## src/rtl/pcrt_pkg.sv

```systemverilog
// shared types and constants of the point cloud rigid transform
`timescale 1ns / 1ps

package pcrt_pkg;

    localparam int QUAT_W      = 32;
    localparam int INTENSITY_W = 32;
    localparam int REG_INDEX_W = 3;
    localparam int ROUND_SHIFT = 30;
    localparam int PIPE_DEPTH  = 10;

    localparam logic [QUAT_W-1:0] QUAT_ONE   = 32'h4000_0000;
    localparam logic [63:0]       ROUND_HALF = 64'd1 << (ROUND_SHIFT - 1);

    typedef enum logic [REG_INDEX_W-1:0] {
        REG_QUAT_W  = 3'd0,
        REG_QUAT_X  = 3'd1,
        REG_QUAT_Y  = 3'd2,
        REG_QUAT_Z  = 3'd3,
        REG_SHIFT_X = 3'd4,
        REG_SHIFT_Y = 3'd5,
        REG_SHIFT_Z = 3'd6
    } reg_index_t;

    // stage enables of one multiply-and-round unit
    typedef struct packed {
        logic prod;
        logic sum;
        logic rnd;
    } mul_en_t;

endpackage

```

## src/rtl/pcrt_mulrnd.sv

```systemverilog
// three-stage Q2.30 by fixed-point multiply with round half away from zero
`timescale 1ns / 1ps

module pcrt_mulrnd #(
    parameter int BW = 32
) (
    input  logic                                clk,
    input  pcrt_pkg::mul_en_t                   en,
    input  logic signed [pcrt_pkg::QUAT_W-1:0]  a,
    input  logic signed [BW-1:0]                b,
    output logic signed [BW+1:0]                r
);

    localparam int QW   = pcrt_pkg::QUAT_W;
    localparam int LO_W = BW / 2;
    localparam int HI_W = BW - LO_W;
    localparam int PW   = QW + BW;
    localparam int RS   = pcrt_pkg::ROUND_SHIFT;

    logic signed [QW+HI_W-1:0] ph_reg;
    logic signed [QW+LO_W:0]   pl_reg;
    logic signed [PW-1:0]      p_reg;
    logic signed [PW-1:0]      p_bias;
    logic signed [BW+1:0]      r_reg;

    // negative products get one less bias so the floor shift rounds away from zero
    assign p_bias = p_reg + PW'(pcrt_pkg::ROUND_HALF) - PW'(p_reg[PW-1]);

    always_ff @(posedge clk)
    begin
        if (en.prod)
        begin
            ph_reg <= a * $signed(b[BW-1:LO_W]);
            pl_reg <= a * $signed({1'b0, b[LO_W-1:0]});
        end
        if (en.sum)
        begin
            p_reg <= (PW'(ph_reg) <<< LO_W) + PW'(pl_reg);
        end
        if (en.rnd)
        begin
            r_reg <= p_bias[PW-1:RS];
        end
    end

    assign r = r_reg;

endmodule

```

## config.mk

```make
export PLATFORM = sky130hd
export DESIGN_NAME = pcrt_mulrnd
export DESIGN_NICKNAME = d
export VERILOG_FILES = /design/src/rtl/pcrt_pkg.sv /design/src/rtl/pcrt_mulrnd.sv
export SDC_FILE = /design/constraint.sdc
export NUM_CORES = 2
export LEC_CHECK = 0
export BUFFER_PORTS_ARGS = -buffer_cell sky130_fd_sc_hd__buf_2
export CAP_MARGIN = 10
export CORE_ASPECT_RATIO = 0.7
export CORE_MARGIN = 4
export CORE_UTILIZATION = 55
export CTS_BUF_LIST = sky130_fd_sc_hd__clkbuf_4 sky130_fd_sc_hd__clkbuf_8 sky130_fd_sc_hd__clkbuf_16
export DETAILED_ROUTE_END_ITERATION = 8
export GPL_ROUTABILITY_DRIVEN = 0
export PLACE_DENSITY = 0.71
export SYNTH_ARGS = -nofsm -noshare
export SYNTH_HDL_FRONTEND = slang
export SYNTH_SLANG_ARGS = --single-unit
```

## constraint.sdc

```tcl
create_clock -name clk -period 9.2 [get_ports clk]
set_input_delay 1.84 -clock clk [delete_from_list [all_inputs] [get_ports clk]]
set_output_delay 1.84 -clock clk [all_outputs]
set_load 0.01 [all_outputs]
```

==> results.ini <==
[timing]
layout_worst_path_cycle_share = 0.938
finalMaxSlewViolations = 0
worst_pin_slew_ps = 930
worst_rel_slew_slack = 0.375
max_freq_ghz = 0.116
hold_viol_final = 0
setup_violations = 0
skew_ps = 23.2
crit_path_time_final_ps = 8630
finalSetupTns_ps = 0
rsz0062_at_grt = no

[routing]
ant_nets = 0
detail_route.first_pass.iterations = 5
routed_via_density = 5.35
average_wire_per_cell_in_the_routed_design_um = 18.5
wirelength_um = 115000
via_count = 33208
detailedRoute.firstIterationViolations = 2575
remaining_drc_errors = 0

[synthesis]
ys.flop_type = edfxtp_1
synth-warning-count = 0
net_count_after_synthesis = 6434
synth-compound-area-share = 0.0768
post_synth_and_or_nand_nor_area_fraction = 0.141
async_reset_ff_frac = 0
synthesized_instance_count = 5050
synth-xor-area-share = 0.0326
synth_top_family_by_area = adder cells
mapped_avg_cell_area_um2 = 9.26
synth_enable_flop_cells = 195
netlist_area_um2 = 46800
postSynthRegisterBits = 195
synthDistinctLibCells = 76
mux_share_of_post_synthesis_cell_area = 0.000428
synth_seq_area_share = 0.125
yosys.area_share.adder = 0.509

[cells_and_area]
layout.cells.most_common = inv_1
final_cell_mix = 1232 x inv_1, 976 x fa_1, 689 x nand2_1
final_nets = 6433
sequential_cell_area_um2 = 5860
syn_to_final_growth_pct = 5.24
final.fill_count = 7263
multi_input_comb_area_um2 = 35500
post_route_cells_drive_above_1_share = 0.0486
flip_flop_count_of_the_largest_register_after_layout = 64

[place]
io_buffers = 101
detailedPlacementHpwl_um = 95700

[worst_setup_path]
crit_path_cell_trace = buf_2, nand2_1, fa_1, fa_1, fa_1, inv_1, fa_1, fa_1, inv_1, fa_1, inv_1, ha_1, a21oi_1, o21ai_0, a21oi_1, o21ai_1, a21o_1, a21o_1, a41oi_1, o21ai_1, a211o_1, a21bo_2, a221oi_1, xnor2_1
max_stage_delay_ps = 570
timing.setup.critical_path_class = input port to flip-flop
r2r_cell_count = 13
worstSetupStartpointType = input port
timing.critical_path.buf_inv = 4
cpLargestDelayFamily = adder cells
worstPathArrival_ps = 8850
crit_top_cell = fa_1
rr_endpoint = r[32]
crit-reg2reg-launch = p_reg[12]
reg2reg_slack_ps = 5330
crit_fanout = 24
required_ps = 9420
critical_path_s_slowest_cell = fa_1
crit_path_end_kind = flip-flop

[die]
die_w_um = 357
coreArea_um2 = 84300
initial_utilization = 0.555
die_area_um2 = 89900
rows = 89
boundaryPins = 102
die_height_um = 252

[clock_tree]
clock_sink_count = 195
cts-root-buf = clkbuf_16
cts.repair_timing.setup_buffer_count = 0
clock_tree_from_tritoncts = built
clk_latency_ps = 480
clockBufferDepth = 2
htree_levels = 4
post_cts_hold_buffer_count = 0
number_of_buffers_inserted_during_clock_tree_synthesis = 17
worst_setup_hold_path_clk_slew_ps = 80
cts_resized = 0

[worst_hold_path]
worst_hold_startpoint = pl_reg[9]
timing.hold.worst.class = flip-flop to flip-flop
timing.hold.worst_endpoint = p_reg[9]
holdPathStages = 0

[global_route]
first_global_vias = 35204
track_usage = 0.268
antenna_found_initial = 11
maximum_number_of_pins_on_one_net_before_global_route_repair = 72
grt_pass1_wl_um = 190000
grt-ovfl-total = 0

[status]
outcome = finished, final reports clean

[run]
cap_violations = 0

## worst max-delay path by stage
| stage | from | depth (start not counted) | slack (ps) | endpoint |
|---|---|---|---|---|
| after floorplan | a[21] | 25 | 1000 | ph_reg[47] |
| after CTS | b[17] | 24 | 620 | ph_reg[47] |
| after detailed placement | b[17] | 24 | 120 | ph_reg[47] |
| after global placement | b[17] | 24 | 210 | ph_reg[47] |
| final | b[17] | 24 | 570 | ph_reg[47] |
| after global routing | b[17] | 24 | 200 | ph_reg[47] |
## synthesized netlist by cell type, types with 4 or more instances
| cell | n | area, µm² |
|---|---|---|
| and2_1 | 396 | 2480 |
| inv_1 | 1232 | 4620 |
| nor2_1 | 117 | 439 |
| a311oi_1 | 4 | 35.0 |
| nand3b_1 | 4 | 30.0 |
| a41oi_1 | 7 | 61.3 |
| o21ai_1 | 18 | 90.1 |
| o211a_1 | 5 | 50.1 |
| clkbuf_1 | 206 | 773 |
| xor2_1 | 53 | 464 |
| o21bai_1 | 25 | 188 |
| ha_1 | 340 | 4250 |
| nor3_1 | 22 | 110 |
| and4_1 | 5 | 43.8 |
| a21boi_0 | 6 | 45.0 |
| nand2_1 | 689 | 2590 |
| o21ai_0 | 65 | 325 |
| nand3_1 | 25 | 125 |
| a221oi_1 | 6 | 52.6 |
| a211o_1 | 4 | 35.0 |
| edfxtp_1 | 195 | 5860 |
| a21oi_1 | 170 | 851 |
| a31o_2 | 4 | 35.0 |
| a31oi_1 | 14 | 87.6 |
| o31ai_1 | 8 | 60.1 |
| nor2b_1 | 30 | 188 |
| o21a_1 | 21 | 158 |
| fa_1 | 976 | 19500 |
| xnor2_1 | 121 | 1060 |
| a21o_1 | 120 | 901 |
| or3_1 | 8 | 50.1 |
| o2111ai_1 | 8 | 70.1 |
| o211ai_1 | 12 | 90.1 |
| nand4_1 | 18 | 113 |
| a211oi_1 | 9 | 67.6 |
| nand2b_1 | 25 | 156 |
| and3_1 | 24 | 150 |
## per-stage QoR
| stage | area [µm²] | setup WS, ps | std cells | utilization | hold slack [ps] |
|---|---|---|---|---|---|
| after floorplan | 46800 | 1000 | 5050 | - | 400 |
| after global placement | 48700 | 207 | 6167 | 0.577 | 401 |
| after detailed placement | 48700 | 118 | 6167 | 0.577 | 405 |
| after CTS | 49200 | 624 | 6199 | 0.584 | 420 |
| after global routing | 49200 | 202 | 6200 | 0.584 | 422 |
| final | 49200 | 572 | 6203 | 0.584 | 420 |
## routing by layer
layer  vias up  share of wire  track usage
met5         -        0.00056            0
met4        10          0.012       0.0436
met3       130           0.12       0.0942
met2      1338           0.41        0.388
met1     16548           0.45        0.397
li1      15182              -            -
## area by class of cell
class,count,area share
Antenna cell,4,0.000203
Clock buffer,18,0.00879
Clock inverter,14,0.00274
Inverter,1234,0.0941
Multi-Input combinational cell,3411,0.721
Sequential cell,195,0.119
Tap cell,1137,0.0289
Timing Repair Buffer,190,0.0252
## logic make-up (layout without fill, tap and decap cells)
kind of cell	after synthesis	after routing
muxes	2	2
xor gates and xnor gates	174	174
AOI/OAI and AO/OA	541	541
buffers and inverters	1444	1456
and+or+nand+nor	1378	1378
adders and majority gates	1316	1316
other	0	4
DFF	195	195
Power is not shown: default switching activity piles up to over one toggle a cycle in this logic, so the estimate is an artifact.
